<file path="src/rtl/vrp_pkg.sv">
// Shared types and constants for the vector rotate and polar unit.
// Used by every module in rtl; depends on nothing else.
package vrp_pkg;

   typedef enum logic [1:0] {
      OP_ROTATE = 2'd0,
      OP_VECTOR = 2'd1,
      OP_POLAR  = 2'd2
   } op_type;

   typedef struct packed {
      op_type op;
      logic   zero_vec;
   } ctl_type;

   // guard bits above the input scale: range, CORDIC growth and sign
   localparam int GUARD_BITS   = 7;
   // angle path: 2^32 units per turn plus one bit of headroom
   localparam int ZW           = 33;
   localparam int ATAN_ENTRIES = 24;
   localparam int KGAIN_W      = 25;
   localparam logic signed [KGAIN_W-1:0] KGAIN = 25'sd10187702;
   localparam logic signed [ZW-1:0] QUARTER_TURN = 33'sd1073741824;
   localparam logic signed [ZW-1:0] HEADING_RND  = 33'sd32768;

   localparam int COORD_OUT_W = 17;
   localparam int MAG_OUT_W   = 16;
   localparam int HEAD_OUT_W  = 16;
   localparam int COORD_MIN   = -65536;
   localparam int COORD_MAX   = 65535;
   localparam int MAG_MAX     = 65535;

   // atan(2^-i), 2^32 units per turn
   localparam logic [31:0] ATAN_TAB [ATAN_ENTRIES] = '{
      32'd536870912, 32'd316933406, 32'd167458907, 32'd85004756,
      32'd42667331,  32'd21354465,  32'd10679838,  32'd5340245,
      32'd2670163,   32'd1335087,   32'd667544,    32'd333772,
      32'd166886,    32'd83443,     32'd41722,     32'd20861,
      32'd10430,     32'd5215,      32'd2608,      32'd1304,
      32'd652,       32'd326,       32'd163,       32'd81
   };

endpackage

</file>
<file path="src/rtl/vrp_prerot.sv">
// Entry stage: scales the request to the internal format and applies the
// quarter-turn pre-rotation. Depends on vrp_pkg.
module vrp_prerot #(
   parameter int DATA_WIDTH = 16
) (
   input  logic                                    clock,
   input  logic                                    reset,
   input  logic                                    in_valid,
   output logic                                    in_ready,
   input  logic [1:0]                              in_op,
   input  logic signed [15:0]                      in_x,
   input  logic signed [15:0]                      in_y,
   input  logic signed [15:0]                      in_angle,
   output logic                                    out_valid,
   input  logic                                    out_ready,
   output vrp_pkg::ctl_type                        out_ctl,
   output logic signed [DATA_WIDTH+vrp_pkg::GUARD_BITS-1:0] out_x,
   output logic signed [DATA_WIDTH+vrp_pkg::GUARD_BITS-1:0] out_y,
   output logic signed [vrp_pkg::ZW-1:0]           out_z
);
   import vrp_pkg::*;

   localparam int W  = DATA_WIDTH + GUARD_BITS;
   localparam int UP = (DATA_WIDTH >= 12) ? DATA_WIDTH - 12 : 0;
   localparam int DN = (DATA_WIDTH >= 12) ? 0 : 12 - DATA_WIDTH;

   logic                 valid_ff;
   ctl_type              ctl_ff, ctl_in;
   logic signed [W-1:0]  x_ff, y_ff, x_in, y_in;
   logic signed [ZW-1:0] z_ff, z_in;
   logic signed [W+15:0] xe, ye;
   logic signed [W-1:0]  xi, yi;
   logic signed [ZW-1:0] za;

   assign in_ready = !valid_ff || out_ready;

   assign xe = (W+16)'(in_x);
   assign ye = (W+16)'(in_y);
   assign xi = W'((xe <<< UP) >>> DN);
   assign yi = W'((ye <<< UP) >>> DN);
   assign za = ZW'(in_angle) <<< 16;

   always_comb begin
      ctl_in.op       = op_type'(in_op);
      ctl_in.zero_vec = (in_x == 16'sd0) && (in_y == 16'sd0);
      x_in = xi;
      y_in = yi;
      z_in = za;
      if (ctl_in.op == OP_VECTOR) begin
         priority if (xi < 0 && yi >= 0) begin
            x_in = yi;
            y_in = -xi;
            z_in = QUARTER_TURN;
         end else if (xi < 0) begin
            x_in = -yi;
            y_in = xi;
            z_in = -QUARTER_TURN;
         end else begin
            z_in = '0;
         end
      end else begin
         if (ctl_in.op == OP_POLAR) begin
            y_in = '0;
         end
         priority if (za > QUARTER_TURN) begin
            x_in = (ctl_in.op == OP_POLAR) ? W'(0) : -yi;
            y_in = xi;
            z_in = za - QUARTER_TURN;
         end else if (za < -QUARTER_TURN) begin
            x_in = (ctl_in.op == OP_POLAR) ? W'(0) : yi;
            y_in = -xi;
            z_in = za + QUARTER_TURN;
         end else begin
            z_in = za;
         end
      end
   end

   always_ff @(posedge clock) begin
      if (reset) begin
         valid_ff <= 1'b0;
      end else if (in_ready) begin
         valid_ff <= in_valid;
      end
   end

   always_ff @(posedge clock) begin
      if (in_valid && in_ready) begin
         ctl_ff <= ctl_in;
         x_ff   <= x_in;
         y_ff   <= y_in;
         z_ff   <= z_in;
      end
   end

   assign out_valid = valid_ff;
   assign out_ctl   = ctl_ff;
   assign out_x     = x_ff;
   assign out_y     = y_ff;
   assign out_z     = z_ff;

endmodule

</file>
<file path="config.mk">
export PLATFORM = sky130hd
export DESIGN_NAME = vrp_prerot
export DESIGN_NICKNAME = d
export VERILOG_FILES = /design/src/rtl/vrp_pkg.sv /design/src/rtl/vrp_prerot.sv
export SDC_FILE = /design/constraint.sdc
export NUM_CORES = 1
export LEC_CHECK = 0
export ABC_AREA = 1
export BUFFER_PORTS_ARGS = -buffer_cell sky130_fd_sc_hd__buf_2
export CAP_MARGIN = 0
export CORE_UTILIZATION = 57
export DETAILED_ROUTE_END_ITERATION = 16
export PLACE_DENSITY = 0.88
export SETUP_SLACK_MARGIN = 0.1
export SYNTH_ARGS = -nofsm -noshare
export SYNTH_HDL_FRONTEND = slang
export SYNTH_SLANG_ARGS = --single-unit
</file>
<file path="constraint.sdc">
create_clock -name clock -period 9 [get_ports clock]
set_input_delay 0 -clock clock [delete_from_list [all_inputs] [get_ports clock]]
set_output_delay 0 -clock clock [all_outputs]
set_load 0.01 [all_outputs]
</file>
==> results of run 1 <==
[metal layers]
layer,vias up,global-route usage (%),wire [um]
met1,2225,44.42,5503
met3,39,5.665,1866
met4,0,12.18,266
met5,-,0,0
li1,2357,-,-
met2,397,53.49,6597
[area by class of cell]
type / count / area, sq um
tap: 102 / 127.6
multi-input combinational: 487 / 2439
clock inverter: 6 / 32.53
timing repair buffer: 128 / 708.2
clock buffer: 10 / 127.6
fill: 685 / 2371
inverter: 74 / 280.3
sequential: 59 / 1762
[cells by family after synthesis]
| group | Yosys count | share of synthesized area, % |
|---|---|---|
| xor+xnor | 12 | 2.229 |
| other cells | 1 | 0.07952 |
| buf+inv | 126 | 13.00 |
| fa+ha+maj | 7 | 1.857 |
| simple gates | 347 | 32.48 |
| flops | 59 | 37.36 |
| compound gates | 97 | 13.00 |
[worst reg2reg max path, stage by stage (launching register included)]
cell     delay, ns
dfxtp_1       0.35
a21oi_4       0.14
buf_4         0.61
[synthesized netlist by cell type, drive strengths merged]
master and count:
nand2 178, nand3 93, inv 74, nor2 70, edfxtp 58, buf 46, o21ai 39, a21oi 21
a32oi 11, xor2 11, ha 7, a221oi 6, clkbuf 6, o211ai 5, o221ai 4, nand4 3
nor3 3, o21bai 3, o31ai 3, o22ai 2, a21boi 1, a22oi 1, a31oi 1, conb 1
dfxtp 1, xnor2 1
[stage by stage]
| step | hold WS (ns) | cell area, sq um | setup slack (ns) | total power, uW | util [%] |
|---|---|---|---|---|---|
| after detailed placement | 0.1633 | 5196 | 6.382 | 527.4 | 66.21 |
| final | -0.009272 | 5477 | 6.474 | 740.8 | 69.79 |
| after global routing | 0.01787 | 5477 | 6.253 | 772.7 | 69.79 |
| after global placement | 0.1540 | 5196 | 6.514 | 523.0 | 66.21 |
| after CTS | 0.001391 | 5477 | 6.539 | 738.2 | 69.79 |
| after floorplan | 0.06907 | 4802 | 5.307 | 468.8 | - |
[power groups by stage]
stage | clock network, uW | logic (uW) | registers [uW]
3_3_place_gp | 0 | 180 | 343
2_1_floorplan | 0 | 111 | 358
3_5_place_dp | 0 | 183 | 344
5_1_grt | 222 | 211 | 340
4_1_cts | 212 | 188 | 338
6_report | 210 | 193 | 338
[state kept, by name, indices dropped and copies added, names as in the netlist]
register and flops:
out_z 17, out_ctl 3, out_valid 1, out_x 19, out_y 19
[final timing paths]
check | slack (ns) | end | cells past startpoint
worst max-delay path | 6.47 | out_y[19]$_DFFE_PP_ | 11
worst min-delay path | -0.009 | out_z[20]$_SDFFCE_PP0P_ | 3
worst max register to register | 7.48 | out_z[27]$_SDFFCE_PP0P_ | 2
worst min register to register | 1.09 | out_x[15]$_DFFE_PP_ | 2
==> results.md, run 1 <==
* Status: complete, but fails checks
* Violated checks: negative hold slack
* Width of the die at 92.96 um
* Seq pwr share at 45.6%
* Wire per inst at 16.44 um
* Most frequent cells in the layout: 174 x nand2_1, 113 x buf_2, 90 x nand3_1
* Core Area at 0.007848 sq mm
* Final Net Count at 820
* Final worst path period share at 28.07%
* Via density at 5.794
* Clock sinks at 59
* Die area at 0.008641 sq mm
* Fmax at 395.9 MHz
* GRT Residual Overflow at 0
* Via Count at 5,018
* Clk_lat worst skew at 0.34 ns
* CP max stage delay at 0.66 ns
* Worst slew pin tran at 1.122 ns
* Synth area leaders: edfxtp_1 37%, nand2_1 14%, nand3_1 9.6%
* Gate Count Post-Synth at 649
* Worst Setup Path Type: input pin to flop
* Area leader, netlist: edfxtp_1
* CP bufs+invs at 5
* Share of layout cells above drive strength 1 at 21.47%
* Antenna Cells at 0
* Critical path launch point type: input pin
* Yosys reg bits at 59
* Routability congestion estimate at 0.9660
* Total Wirelength at 14,230 um
* Initial antenna violation count at 0
* First-pass GRT wire length at 22,200 um
* Die height at 92.96 um
* Hold Violations, Final at 1
* CP top delay family: buffers and inverters
* Synth unique cells at 41
* Critical path launch point: in_op[1]
* CP arrival at 2.63 ns
* Crit-path cells: dlygate4sd3_1, buf_2, inv_1, nand2_1, buf_4, inv_2, nand2_1, a21oi_1, o21ai_0, nand2_1, nand2_1
* DRC at 0
* Post-route ant nets at 0
* Hold path start: in_angle[4]
* CTS tree: yes
* Critical Path RT at 9.10 ns
* Total negative setup slack at 0 ns
* Critical Path Slowest Stage Cell: inv_2
* Cell area after synthesis at 0.004716 sq mm
* Area Growth Syn to Fin at 16.13%
* Crit path time final at 2.526 ns
* Max Cap Violations at 0
* Hold_ws at -0.009272 ns
* Post-CTS resize count at 0
* R2R Path Start: out_valid$_SDFFE_PP0N_
* Final setup fails at 0
* Tot GR Track Use at 33.10%
* Site Rows at 32
* Clk root buf: clkbuf_8
* Most used cell along the critical path: nand2_1
* Largest net degree at the start of global routing at 59
* Switching share of power at 33.46%
* Placed Cells at 838
* H-Tree Depth at 3
* Cell Count, Final, Fillers Out at 866
* Worst min path class: input pin to flop
* Hold_buf cts at 12
* CTS max path bufs at 2
* Post-synth top area share at 36.93%
* Yosys warnings at 0
* Ports at 138
* CTS Buf Count at 9
* Syn Area/Cell at 7.266 sq um
* Post-CTS Setup Repair Bufs at 0
* Commonest non-fill, non-tap cell in the layout: nand2_1
* Int Pwr at 492.9 uW
* Comb pwr share at 26.1%
* Setup Skew at 0.01229 ns
* Relative slew slack at 24.91%
* Clock-pin slew on the worst setup and hold paths at 0.08 ns
* CP endpoint kind: flop
* Post-DP HPWL at 9808 um
* TritonRoute pass-1 iters at 6
* Sequential share of the synthesized area at 37.36%
* Max VDD drop at 87.17 uV
* P_sw at 247.8 uW
* Fin. max-slew vios at 0
* Buffers added on ports at 113
* DRT iter0 DRCs at 675
* Starting Density at 60.09%
* RSZ-0062 raised after global routing: no
* Pwr Density at 135.3 mW/mm^2
* Crit-path max FO at 45
* Leakage at 0.002593 uW
* Vias in the first global route at 4,603
* Clock power share at 28.3%
No activity file was read; power rests on OpenSTA's default activity.
==> run 2: changes to the inputs <==
Settings changed: CORE_UTILIZATION 57 to 48, PLACE_DENSITY 0.88 to 0.79.
Clock period 9 ns to 2.05 ns, I/O delays scaled along.
==> run 2 against run 1 <==
- the run still ends with negative hold slack left
- hold slack gained 0.0057 ns
- sequential power grew to 4.4 times the previous value
- global-route usage shrank 2.7 points
- critical path depth grew 4
- register-to-register slack lost 6.7 ns
- first-iteration DRC count shrank 27%
- clock skew shrank 0.0035 ns
- critical path type unchanged
- critical endpoint is now out_x[12]$_DFFE_PP_
- largest power group unchanged
==> results.md, run 2 (synthesis gave the netlist of run 1 again) <==
* Status: complete, but fails checks
* Violated checks: negative hold slack
* Commonest non-fill, non-tap cell in the layout: nand2_1
* Worst slew pin tran at 0.5364 ns
* Hold Violations, Final at 1
* DRT iter0 DRCs at 490
* Final worst setup slack at 0.2452 ns
* Relative slew slack at 64.24%
* Wire per inst at 16.21 um
* Total negative setup slack at 0 ns
* Width of the die at 101.1 um
* Setup Skew at 0.008792 ns
* First-pass GRT wire length at 23,470 um
* Max Cap Violations at 0
* Cell Count, Final, Fillers Out at 931
* RSZ-0062 raised after global routing: yes
* Via Count at 5,098
* Area Growth Syn to Fin at 25.90%
* R2R Path Start: out_valid$_SDFFE_PP0N_
* Post-route ant nets at 0
* Clk root buf: clkbuf_8
* Setup crit end: out_x[12]$_DFFE_PP_
* Clk_lat worst skew at 0.35 ns
* Hold_ws at -0.003595 ns
* Antenna Cells at 0
* TritonRoute pass-1 iters at 6
* Leakage at 0.002810 uW
* Setup slack, reg-to-reg at 0.81 ns
* Core Area at 0.009371 sq mm
* GRT Residual Overflow at 0
* CP bufs+invs at 3
* Post-DP HPWL at 10,580 um
* Vias in the first global route at 4,595
* Die height at 101.1 um
* Share of layout cells above drive strength 1 at 25.31%
* Critical Path RT at 2.14 ns
* Fmax at 554.1 MHz
* CP max stage delay at 0.23 ns
* Register Area at 0.001762 sq mm
* Hold path start: in_x[0]
* Total Wirelength at 15,100 um
* Most frequent cells in the layout: 173 x nand2_1, 113 x buf_2, 89 x nand3_1
* Via density at 5.476
* Final setup fails at 0
* Fin. max-slew vios at 0
* Clock sinks at 59
* Max VDD drop at 331.9 uV
* Design Power at 3513 uW
* CTS tree: yes
* Worst Reg-to-Reg Cells at 3
* Pwr Density at 591.7 mW/mm^2
* CTS max path bufs at 2
* Most used cell along the critical path: nand3_2
* CTS Buf Count at 9
* Critical path launch point: in_y[0]
* Worst min path class: input pin to flop
* Ports at 138
* H-Tree Depth at 3
* Routability congestion estimate at 1.004
* Crit-path max FO at 11
* Pre-CTS setup slack at -0.1356 ns
* Critical path depth in cells at 15
* CP endpoint kind: flop
* Final Net Count at 858
* Clock-pin slew on the worst setup and hold paths at 0.08 ns
* # fillers at 897
* Tot GR Track Use at 30.38%
* Largest net degree at the start of global routing at 59
* Die area at 0.01023 sq mm
* Site Rows at 35
* Buffers added on ports at 113
* Worst Hold Depth at 3
* Placed Cells at 895
* Initial antenna violation count at 0
* Worst Setup Path Type: input pin to flop
* Area of the multi-input gates at 0.002494 sq mm
* Critical path launch point type: input pin
* Crit-path cells: buf_2, inv_1, ha_2, nand3_4, nor2_4, nand3_2, nor3_2, nand3_2, ha_4, nand2_4, inv_2, nand2_2, o21ai_4, nand2_1, nand3_1
* CP arrival at 1.89 ns
* RR Endpoint: out_valid$_SDFFE_PP0N_
* Crit path time final at 1.805 ns
* Critical Path Slowest Stage Cell: ha_2
* DRC at 0
* Final worst path period share at 88.04%
* CP top delay family: simple AND/OR/NAND/NOR gates
* Starting Density at 50.32%
[run 2: cell count changes in the layout (fill, tap and decap cells not counted), moves of 2 or more]
| cell | before | now |
|---|---|---|
| a221oi_1 | 6 | 4 |
| buf_4 | 3 | 31 |
| ha_1 | 7 | 5 |
| a221oi_2 | 0 | 2 |
| inv_6 | 0 | 2 |
| dlygate4sd3_1 | 12 | 20 |
| clkinv_1 | 2 | 0 |
| buf_12 | 0 | 2 |
[run 2: repair_timing]
action	in CTS	in global routing
endpoints found under the hold margin	19	0
hold buffers	20	0
buffers inserted	0	0
setup endpoints to repair	0	12
resized for setup	0	5
[run 2: routing by layer]
metal | global-route usage (%) | up-vias | wire length, um
met5 | 0 | - | 0
met4 | 12.37 | 0 | 381
met3 | 6.241 | 39 | 1692
met2 | 47.25 | 332 | 6696
met1 | 41.34 | 2296 | 6325
li1 | - | 2431 | -
[run 2: worst min-delay path by stage]
stage / end / slack (ns)
final: out_y[4]$_DFFE_PP_ / -0.004
after global routing: out_y[4]$_DFFE_PP_ / 0.03
after CTS: out_y[4]$_DFFE_PP_ / 0.003
after detailed placement: out_valid$_SDFFE_PP0N_ / 0.16
after global placement: out_valid$_SDFFE_PP0N_ / 0.15
after floorplan: out_valid$_SDFFE_PP0N_ / 0.07
[run 2: worst register-to-register path, delay by kind of cell (launching register included)]
family	cells	cell delay (ns)
DFF	1	0.41
AOI/OAI and AO/OA	1	0.14
and+or+nand+nor	1	0.10
buffers and inverters	1	0.55
[run 2: report_power, final]
group | total, uW | switching, uW | internal [uW] | leakage, uW
clock network | 1110 | 544 | 569 | 0.0000962
logic | 921 | 587 | 334 | 0.00214
registers | 1480 | 23.7 | 1460 | 0.000577
[run 2: final cells by class]
class,instances,area share (%)
Timing Repair Buffer,166,17.49
Clock buffer,9,2.086
Tap cell,129,2.719
Clock inverter,7,1.286
Sequential cell,59,29.67
Inverter,74,4.742
Multi-Input combinational cell,487,42.00
[run 2: per-stage QoR]
stage | utilization (%) | instance area [sq um]
3_3_place_gp | 58.83 | 5513
5_1_grt | 63.35 | 5937
6_report | 63.35 | 5937
4_1_cts | 63.10 | 5913
3_5_place_dp | 58.83 | 5513
2_1_floorplan | - | 4846
