<file path="config.mk">
export PLATFORM = sky130hd
export DESIGN_NAME = vrp_cell
export DESIGN_NICKNAME = d
export VERILOG_FILES = /design/src/rtl/vrp_pkg.sv /design/src/rtl/vrp_cell.sv
export SDC_FILE = /design/constraint.sdc
export NUM_CORES = 1
export LEC_CHECK = 0
export BUFFER_PORTS_ARGS = -buffer_cell sky130_fd_sc_hd__buf_4
export CAP_MARGIN = 15
export CELL_PAD_IN_SITES_DETAIL_PLACEMENT = 1
export CELL_PAD_IN_SITES_GLOBAL_PLACEMENT = 1
export CORE_MARGIN = 2
export CORE_UTILIZATION = 44
export CTS_CLUSTER_SIZE = 24
export DETAILED_ROUTE_END_ITERATION = 8
export GPL_TIMING_DRIVEN = 0
export HOLD_SLACK_MARGIN = 0.15
export PLACE_DENSITY = 0.88
export SETUP_SLACK_MARGIN = 0.5
export SLEW_MARGIN = 20
export SYNTH_ARGS = -nofsm -noshare
export SYNTH_HDL_FRONTEND = slang
export SYNTH_SLANG_ARGS = --single-unit
export TNS_END_PERCENT = 10
</file>
<file path="constraint.sdc">
create_clock -name clock -period 8.93 [get_ports clock]
set_clock_uncertainty 0.1 [all_clocks]
set_input_delay 0.4465 -clock clock [delete_from_list [all_inputs] [get_ports clock]]
set_output_delay 0.4465 -clock clock [all_outputs]
set_load 0.01 [all_outputs]
</file>
<file path="src/rtl/vrp_pkg.sv">
// Shared types and constants for the vector rotate and polar unit.
// Used by every module in rtl; depends on nothing else.
package vrp_pkg;

   typedef enum logic [1:0] {
      OP_ROTATE = 2'd0,
      OP_VECTOR = 2'd1,
      OP_POLAR  = 2'd2
   } op_type;

   typedef struct packed {
      op_type op;
      logic   zero_vec;
   } ctl_type;

   // guard bits above the input scale: range, CORDIC growth and sign
   localparam int GUARD_BITS   = 7;
   // angle path: 2^32 units per turn plus one bit of headroom
   localparam int ZW           = 33;
   localparam int ATAN_ENTRIES = 24;
   localparam int KGAIN_W      = 25;
   localparam logic signed [KGAIN_W-1:0] KGAIN = 25'sd10187702;
   localparam logic signed [ZW-1:0] QUARTER_TURN = 33'sd1073741824;
   localparam logic signed [ZW-1:0] HEADING_RND  = 33'sd32768;

   localparam int COORD_OUT_W = 17;
   localparam int MAG_OUT_W   = 16;
   localparam int HEAD_OUT_W  = 16;
   localparam int COORD_MIN   = -65536;
   localparam int COORD_MAX   = 65535;
   localparam int MAG_MAX     = 65535;

   // atan(2^-i), 2^32 units per turn
   localparam logic [31:0] ATAN_TAB [ATAN_ENTRIES] = '{
      32'd536870912, 32'd316933406, 32'd167458907, 32'd85004756,
      32'd42667331,  32'd21354465,  32'd10679838,  32'd5340245,
      32'd2670163,   32'd1335087,   32'd667544,    32'd333772,
      32'd166886,    32'd83443,     32'd41722,     32'd20861,
      32'd10430,     32'd5215,      32'd2608,      32'd1304,
      32'd652,       32'd326,       32'd163,       32'd81
   };

endpackage

</file>
<file path="src/rtl/vrp_cell.sv">
// One CORDIC micro-rotation stage with its own handshake register.
// Depends on vrp_pkg; chained by the top level.
module vrp_cell #(
   parameter int W     = 23,
   parameter int INDEX = 0
) (
   input  logic                           clock,
   input  logic                           reset,
   input  logic                           in_valid,
   output logic                           in_ready,
   input  vrp_pkg::ctl_type               in_ctl,
   input  logic signed [W-1:0]            in_x,
   input  logic signed [W-1:0]            in_y,
   input  logic signed [vrp_pkg::ZW-1:0]  in_z,
   output logic                           out_valid,
   input  logic                           out_ready,
   output vrp_pkg::ctl_type               out_ctl,
   output logic signed [W-1:0]            out_x,
   output logic signed [W-1:0]            out_y,
   output logic signed [vrp_pkg::ZW-1:0]  out_z
);
   import vrp_pkg::*;

   localparam logic signed [ZW-1:0] ATAN = ZW'(ATAN_TAB[INDEX]);

   logic                 valid_ff;
   ctl_type              ctl_ff;
   logic signed [W-1:0]  x_ff, y_ff, x_in, y_in, dx, dy;
   logic signed [ZW-1:0] z_ff, z_in;
   logic                 pos;

   assign in_ready = !valid_ff || out_ready;

   // rotate towards z = 0, or towards y = 0 when vectoring
   assign pos = (in_ctl.op == OP_VECTOR) ? in_y[W-1] : !in_z[ZW-1];
   assign dx  = in_y >>> INDEX;
   assign dy  = in_x >>> INDEX;

   always_comb begin
      if (pos) begin
         x_in = in_x - dx;
         y_in = in_y + dy;
         z_in = in_z - ATAN;
      end else begin
         x_in = in_x + dx;
         y_in = in_y - dy;
         z_in = in_z + ATAN;
      end
   end

   always_ff @(posedge clock) begin
      if (reset) begin
         valid_ff <= 1'b0;
      end else if (in_ready) begin
         valid_ff <= in_valid;
      end
   end

   always_ff @(posedge clock) begin
      if (in_valid && in_ready) begin
         ctl_ff <= in_ctl;
         x_ff   <= x_in;
         y_ff   <= y_in;
         z_ff   <= z_in;
      end
   end

   assign out_valid = valid_ff;
   assign out_ctl   = ctl_ff;
   assign out_x     = x_ff;
   assign out_y     = y_ff;
   assign out_z     = z_ff;

endmodule

</file>
==> results of run 1 <==
[cell type report]
type | count | area, um2
Buffer | 31 | 168.9
Clock buffer | 11 | 232.7
Clock inverter | 5 | 52.55
Fill cell | 1652 | 6145
Inverter | 70 | 262.8
Multi-Input combinational cell | 494 | 3583
Sequential cell | 82 | 2452
Tap cell | 184 | 230.2
Timing Repair Buffer | 170 | 1296
[report_power, final]
group          switching (W)  internal [W]  total (W)
Clock               0.000145      0.000216   0.000361
Sequential         0.0000178      0.000484   0.000502
Combinational       0.000283      0.000191   0.000474
Total               0.000446      0.000890    0.00134
[synthesized netlist by cell type, types with 7 or more instances]
| cell type | number | area (um2) |
|---|---|---|
| a211oi_1 | 8 | 60.06 |
| o211ai_1 | 7 | 52.55 |
| buf_2 | 9 | 45.04 |
| inv_1 | 66 | 247.7 |
| buf_4 | 9 | 67.56 |
| nor2_1 | 49 | 183.9 |
| nor3_1 | 15 | 75.07 |
| o21ai_1 | 12 | 60.06 |
| nand2_1 | 42 | 157.7 |
| clkbuf_1 | 8 | 30.03 |
| o21ai_0 | 25 | 125.1 |
| xor2_1 | 16 | 140.1 |
| nand3_1 | 13 | 65.06 |
| xnor2_1 | 28 | 245.2 |
| edfxtp_1 | 81 | 2432 |
| nor2b_1 | 13 | 81.33 |
| ha_1 | 68 | 850.8 |
| a31oi_1 | 7 | 43.79 |
| o31ai_1 | 7 | 52.55 |
| a21oi_1 | 63 | 315.3 |
| o21a_1 | 8 | 60.06 |
[logic make-up after synthesis]
| kind of cell | count (synthesis) |
|---|---|
| AO/OA/AOI/OAI | 204 |
| XOR/XNOR | 44 |
| adder cells (fa/ha/maj) | 72 |
| buffers and inverters | 101 |
| flip-flops | 82 |
| multiplexers | 2 |
| AND/OR/NAND/NOR | 172 |
[per-layer routing]
metal	vias up	global-route usage (%)	part of all wire, %
li1	2795	-	-
met1	3058	41.20	44
met2	316	50.99	48
met3	37	5.006	6.8
met4	0	7.059	1.7
met5	-	0	0
[worst paths after layout]
kind	to	slack, ns	cells past startpoint
setup / recovery	out_x[8]	5.91	9
hold / removal	out_valid	0.17	2
setup reg to reg	out_z[3]	7.29	3
hold reg to reg	out_valid	0.47	2
[through the flow]
step | cell area [um2] | cells | setup slack (ns) | hold slack (ns) | power, W
after global routing | 8279 | 1047 | 5.813 | 0.1736 | 0.001388
after detailed placement | 7994 | 1031 | 5.637 | 0.4688 | 0.0009736
after global placement | 7964 | 1030 | 5.213 | 0.4321 | 0.0009522
after CTS | 8279 | 1047 | 5.999 | 0.1564 | 0.001333
after floorplan | 6465 | 677 | 5.833 | 0.4156 | 0.0007650
final | 8279 | 1047 | 5.914 | 0.1654 | 0.001336
[flip-flops by register name, summed over array words and instances (netlist names)]
name and flops:
out_ctl 3, out_y 23, out_valid 1, out_z 33, out_x 22
[worst max-delay path: stages]
cell and delay, ns:
buf_4 0.12, ha_1 0.22, fa_1 0.44, nor2b_1 0.18, o21ai_1 0.34, nand3_1 0.25
a2111oi_0 0.72, a21oi_1 0.11, xnor2_1 0.17
==> results.ini, run 1 <==
[floorplan]
rows=44
ioPinCount=170
dieArea_um2=15680
core_area_um2=14420
die_width_um=125.2
die_height_um=125.2
start_util_pct=44.82

[worst_setup_path]
critPathMaxFanout=4
startpoint_type=input port
end_kind=flip-flop
criticalPathCategory=input port to flip-flop
arrival_ns=3.00
crit_start=in_x[0]
r2r-start=out_valid
crit_required_ns=8.92

[final_layout]
drive_gt1_share_pct=26.65
antenna_cells=0
fin_nets=1016
layout_commonest_cell=buf_4
area_growth_pct=28.06
fin_util_pct=57.40
most-common-layout-cells=buf_4, edfxtp_1, ha_1, inv_1, a21oi_1

[synthesis]
synth_top_family_by_area=compound AO/OA/AOI/OAI gates
yosysSeqAreaShare_pct=37.93
synth_area_per_cell_um2=9.549
synth_area_um2=6465
yosys_most_used_dff=edfxtp_1
synth_warnings=0
async_flop_share_pct=0
postSynthCellCount=677
synth_edf_count=81
synthesis.nets=835
yosys.area_share.xor_xnor_pct=5.961
synthSimpleGateAreaFrac_pct=13.37
synthAdderAreaFrac_pct=14.40
yosys_register_bits=82
synth_mux_area_share_pct=0.3097
synth_cell_types=70
synth-compound-area-share_pct=21.35

[placement]
dp_hpwl_um=19610
portBuffers=169
gp_congestion=0.9552

[clocking]
cts_htree_levels=3
cts_resized=0
clock-sinks=82
cts_buffer_depth=2
insertion_delay_ns=0.33
hold_buffers=0
cts_made_buffers=9
path_clk_slew_ns=0.06
cts_tree=done
postCtsSetupBuffers=0
cts-root-buf=clkbuf_16

[grt]
grt_max_degree=58
grt_overflow=0
grt_pass1_wl_um=37340
antenna_found_initial=0
first_global_vias=6495
grt.total_usage_pct=30.32

[timing]
period_minus_slack_ns=3.016
timing.setup.tns_ns=0
fmax_mhz=331.6
tightest_slew_ns=0.7828
relSlewSlack_pct=47.81
fin_crit_sh_pct=33.77
report.final.slew_viol_count=0
hold_viol=0
rsz0062_at_grt=no
finalSetupViolations=0

[drt]
viasPerCell=5.927
routed_wl_um=24230
drt-initial-drc-count=488
postRouteAntennaNets=0
drc=0
via_count=6206
wl_per_cell_um=23.14
first_pass_iters=5

[run]
drv_cap=0

[hold_path]
hold_start=reset
hp-class=input port to flip-flop

[power]
static-leakage-power_nw=3.630
powerDensity_nw_per_um2=161.4
irDropWorstVdd_uv=89.86

[outcome]
outcome=finished clean

Power figures use the tool's default switching activity.
==> run 2: changes to the inputs <==
CORE_UTILIZATION = 37   (was 44)
PLACE_DENSITY = 0.79   (was 0.88)
clock period = 2.7 ns   (was 8.93 ns; I/O delays follow)
==> run 2 against run 1 <==
  * Design area up 16%
  * Via count up 2.9%
  * Core utilization down 1.4 points
  * Combinational power rose to 3.9 times the previous value
  * Routed wire length up 4.0%
  * Critical path type unchanged
  * Largest cell class unchanged
  * Die area up 18%
  * Power rose to 3.5 times the previous value
  * Global-route usage down 5.2 points
==> results.ini, run 2 (synthesized netlist as in run 1, its figures left out) <==
[placement]
gp_congestion=0.9274
portBuffers=169
dp_hpwl_um=17970

[timing]
fmax_mhz=432.6
fin_hold_ws_ns=0.1797
period_minus_slack_ns=2.311
hold_viol=0
rsz0062_at_grt=yes
tightest_slew_ns=0.6729
relSlewSlack_pct=55.14
timing.setup.tns_ns=0
report.final.slew_viol_count=0
finalSetupViolations=0
fin_crit_sh_pct=85.61

[clocking]
cts-root-buf=clkbuf_16
cts_htree_levels=3
cts_made_buffers=9
path_clk_slew_ns=0.06
clock-sinks=82
insertion_delay_ns=0.33
cts_tree=done
cts_buffer_depth=2

[drt]
drt-initial-drc-count=420
first_pass_iters=5
drc=0
wl_per_cell_um=21.88
postRouteAntennaNets=0
viasPerCell=5.546
via_count=6389
routed_wl_um=25200

[final_layout]
largest_reg_flops=33
drive_gt1_share_pct=37.32
most-common-layout-cells=buf_4, edfxtp_1, inv_1, ha_1, a21oi_1
layout_commonest_cell=buf_4
fin_nets=1080
antenna_cells=0
area_growth_pct=48.81
fin_util_pct=56.01

[power]
irDropWorstVdd_uv=335.1
total_power_w=0.004687
powerDensity_nw_per_um2=487.2
static-leakage-power_nw=4.046

[floorplan]
rows=48
die_height_um=136.2
core_area_um2=17180
die_width_um=136.2
ioPinCount=170
dieArea_um2=18550
start_util_pct=37.64

[outcome]
outcome=finished clean

[worst_setup_path]
arrival_ns=2.29
criticalPathCategory=input port to flip-flop
startpoint_type=input port
crit_required_ns=2.67
critPathMaxFanout=4
end_kind=flip-flop

[grt]
antenna_found_initial=0
grt.total_usage_pct=25.14
grt_max_degree=62
grt_overflow=0
grt_pass1_wl_um=35860
first_global_vias=6375

[run]
drv_cap=0

[hold_path]
hp-class=input port to flip-flop

run 2: final cells by class:
type | count | area, um2
Tap cell | 225 | 281.5
Clock buffer | 12 | 236.5
Sequential cell | 82 | 2452
Multi-Input combinational cell | 494 | 4177
Fill cell | 1931 | 7556
Timing Repair Buffer | 234 | 1934
Clock inverter | 4 | 42.54
Inverter | 70 | 274.0
Buffer | 31 | 222.7
run 2: timing repair:
| item | in CTS | in global routing |
|---|---|---|
| gates resized for setup | 8 | 154 |
| pin swaps | 0 | 50 |
| hold endpoints to repair | 37 | 0 |
| setup buffers | 0 | 26 |
| setup endpoints to repair | 28 | 31 |
| hold buffers | 38 | 0 |
run 2: path summary, 6_finish.rpt:
kind	slack, ns	depth (start not counted)	start	endpoint
min	0.18	3	in_y[22]	out_y[22]
max	0.39	10	in_y[0]	out_x[22]
min reg2reg	0.97	2	out_valid	out_z[5]
max reg2reg	0.97	3	out_valid	out_y[3]
run 2: worst max-delay path, cell delays in order:
cell and delay (ns):
buf_4 0.14, ha_4 0.17, fa_2 0.38, nor2b_2 0.17, o31a_1 0.32, o31ai_4 0.11, a31oi_2 0.26, o21ai_1 0.14
a211oi_2 0.31, xnor2_1 0.13
run 2: per-stage QoR:
step,setup WS (ns),cell area [um2],instances
finish,0.3885,9620,1152
global route,0.3773,9620,1152
CTS,0.2566,8742,1126
detailed placement,-0.1565,8045,1072
global placement,-0.1685,8016,1071
floorplan,0.4332,6466,677
run 2: layer usage:
metal  up-vias  wire length (um)  track usage, %
met1      3153             10530           32.82
met4         0               350           5.498
met5         -                 0               0
met2       290             12380           43.13
li1       2922                 -               -
met3        24              1930           4.884
run 2: power breakdown:
part | switching, W | internal (W) | total (W)
registers | 0.0000547 | 0.00160 | 0.00165
logic | 0.00105 | 0.000819 | 0.00186
clock network | 0.000460 | 0.000709 | 0.00117
total | 0.00156 | 0.00313 | 0.00469
==> run 3: changes to the inputs <==
BUFFER_PORTS_ARGS = -buffer_cell sky130_fd_sc_hd__buf_2   (was -buffer_cell sky130_fd_sc_hd__buf_4)
==> run 3 against run 2 <==
  * Setup slack worse by 0.055 ns
  * First-iteration DRC count is 9.8% lower
  * Flip-flop and latch count stayed put
  * Routed wire length is 4.8% lower
  * Global-route usage is 0.84 points lower
  * Critical path depth is 1 higher
  * Sequential share of layout area is 1.7 points higher
  * Largest power group unchanged
  * Highest routed layer unchanged
==> results.ini, run 3 (synthesized netlist as in run 1, its figures left out) <==
[outcome]
outcome=finished clean

[timing]
tightest_slew_ns=0.7059
period_minus_slack_ns=2.366
relSlewSlack_pct=52.94
finalSetupViolations=0
hold_viol=0
report.final.slew_viol_count=0
rsz0062_at_grt=yes
fin_crit_sh_pct=87.63
fmax_mhz=422.6

[drt]
via_count=6301
routed_wl_um=23990
drt-initial-drc-count=379
first_pass_iters=5
wl_per_cell_um=20.93
viasPerCell=5.498
postRouteAntennaNets=0
drc=0

[worst_setup_path]
criticalPathCategory=input port to flip-flop
crit_required_ns=2.68
r2r_setup_slack_ns=0.98
end_kind=flip-flop
startpoint_type=input port
arrival_ns=2.35
critPathMaxFanout=4

[floorplan]
start_util_pct=37.64
ioPinCount=170
die_height_um=136.2
die_width_um=136.2
dieArea_um2=18550
core_area_um2=17180
rows=48

[grt]
grt.total_usage_pct=24.30
grt_pass1_wl_um=34730
first_global_vias=6374
antenna_found_initial=0
grt_overflow=0
grt_max_degree=46

[placement]
portBuffers=169
dp_hpwl_um=17470
gp_congestion=0.9608
place_area_um2=7615

[run]
drv_cap=0

[final_layout]
n_fill_cell=1980
antenna_cells=0
area.sequential_um2=2452
drive_gt1_share_pct=34.74
most-common-layout-cells=buf_2, edfxtp_1, inv_1, ha_1, a21oi_1
area_growth_pct=39.62
layout_commonest_cell=buf_2
fin_area_um2=9026
fin_nets=1074
largest_reg_flops=33
multi_input_area_um2=4081

[clocking]
cts_htree_levels=3
cts-root-buf=clkbuf_16
cts_tree=done
insertion_delay_ns=0.33
cts_buffer_depth=2
cts_made_buffers=9
clock-sinks=82
path_clk_slew_ns=0.06

[hold_path]
hp-class=input port to flip-flop

[power]
total_power_w=0.004456
powerDensity_nw_per_um2=493.7
irDropWorstVdd_uv=417.1
static-leakage-power_nw=3.839

==> run 3: changes by cell type in the layout (fill, tap and decap cells not counted), sizes merged <==
cell,delta
dlymetal6s2s,-1
buf,-8
clkinv,+2
inv,+2
bufinv,-1
==> run 3: per-stage QoR <==
stage               setup WS [ns]  hold slack (ns)  TNS [ns]  utilization [%]  instances
global route               0.3313           0.2176         0            52.55       1146
finish                     0.3340           0.2158         0            52.55       1146
floorplan                  0.4332           0.1041         0                -        677
global placement          -0.1411           0.1917   -0.5672            44.21       1071
CTS                        0.2536           0.1948         0            48.23       1126
detailed placement        -0.1561           0.2032    -1.136            44.33       1072
==> run 3: area by class of cell <==
class	instances	share of cell area, %
multi-input cells	494	45.22
flip-flops and latches	82	27.17
repair buffers	228	16.11
well taps	225	3.119
inverters	70	2.939
plain buffers	31	2.564
clock buffers	9	2.495
clock inverters	7	0.3881
==> run 3: path summary, 6_finish.rpt <==
path / from / to / depth (start not counted)
hold / removal: in_z[31] / out_z[31] / 3
setup / recovery: in_x[0] / out_x[22] / 11
setup reg to reg: out_valid / out_y[0] / 3
hold reg to reg: out_valid / out_z[8] / 2
==> run 3: layer usage <==
layer	share of wire [%]	track usage, %	routed length (um)	vias up
met5	0	0	0	-
met4	2.2	6.481	525	0
met3	8.0	4.325	1918	40
met2	48	41.26	11510	311
met1	42	31.86	10030	3027
li1	-	-	-	2923
==> run 3: power breakdown <==
group / internal, W / total, W / switching (W)
clock network: 0.000610 / 0.00109 / 0.000483
registers: 0.00160 / 0.00164 / 0.0000404
logic: 0.000703 / 0.00173 / 0.00102
==> run 3: critical path: stages <==
cell and delay (ns):
buf_2 0.11, inv_1 0.05, ha_1 0.23, fa_1 0.42, nor2b_1 0.19, o31a_1 0.22, o31ai_1 0.13, a31oi_1 0.36
o21ai_1 0.15, a211oi_2 0.26, xnor2_1 0.09
==> run 3: timing repair <==
| item | 4_1_cts | 5_1_grt |
|---|---|---|
| resized for setup | 6 | 131 |
| pin swaps | 0 | 35 |
| buffers inserted | 0 | 17 |
| hold endpoints to repair | 38 | 0 |
| gates cloned | 0 | 3 |
| endpoints found under the setup margin | 28 | 39 |
| hold buffers | 38 | 0 |
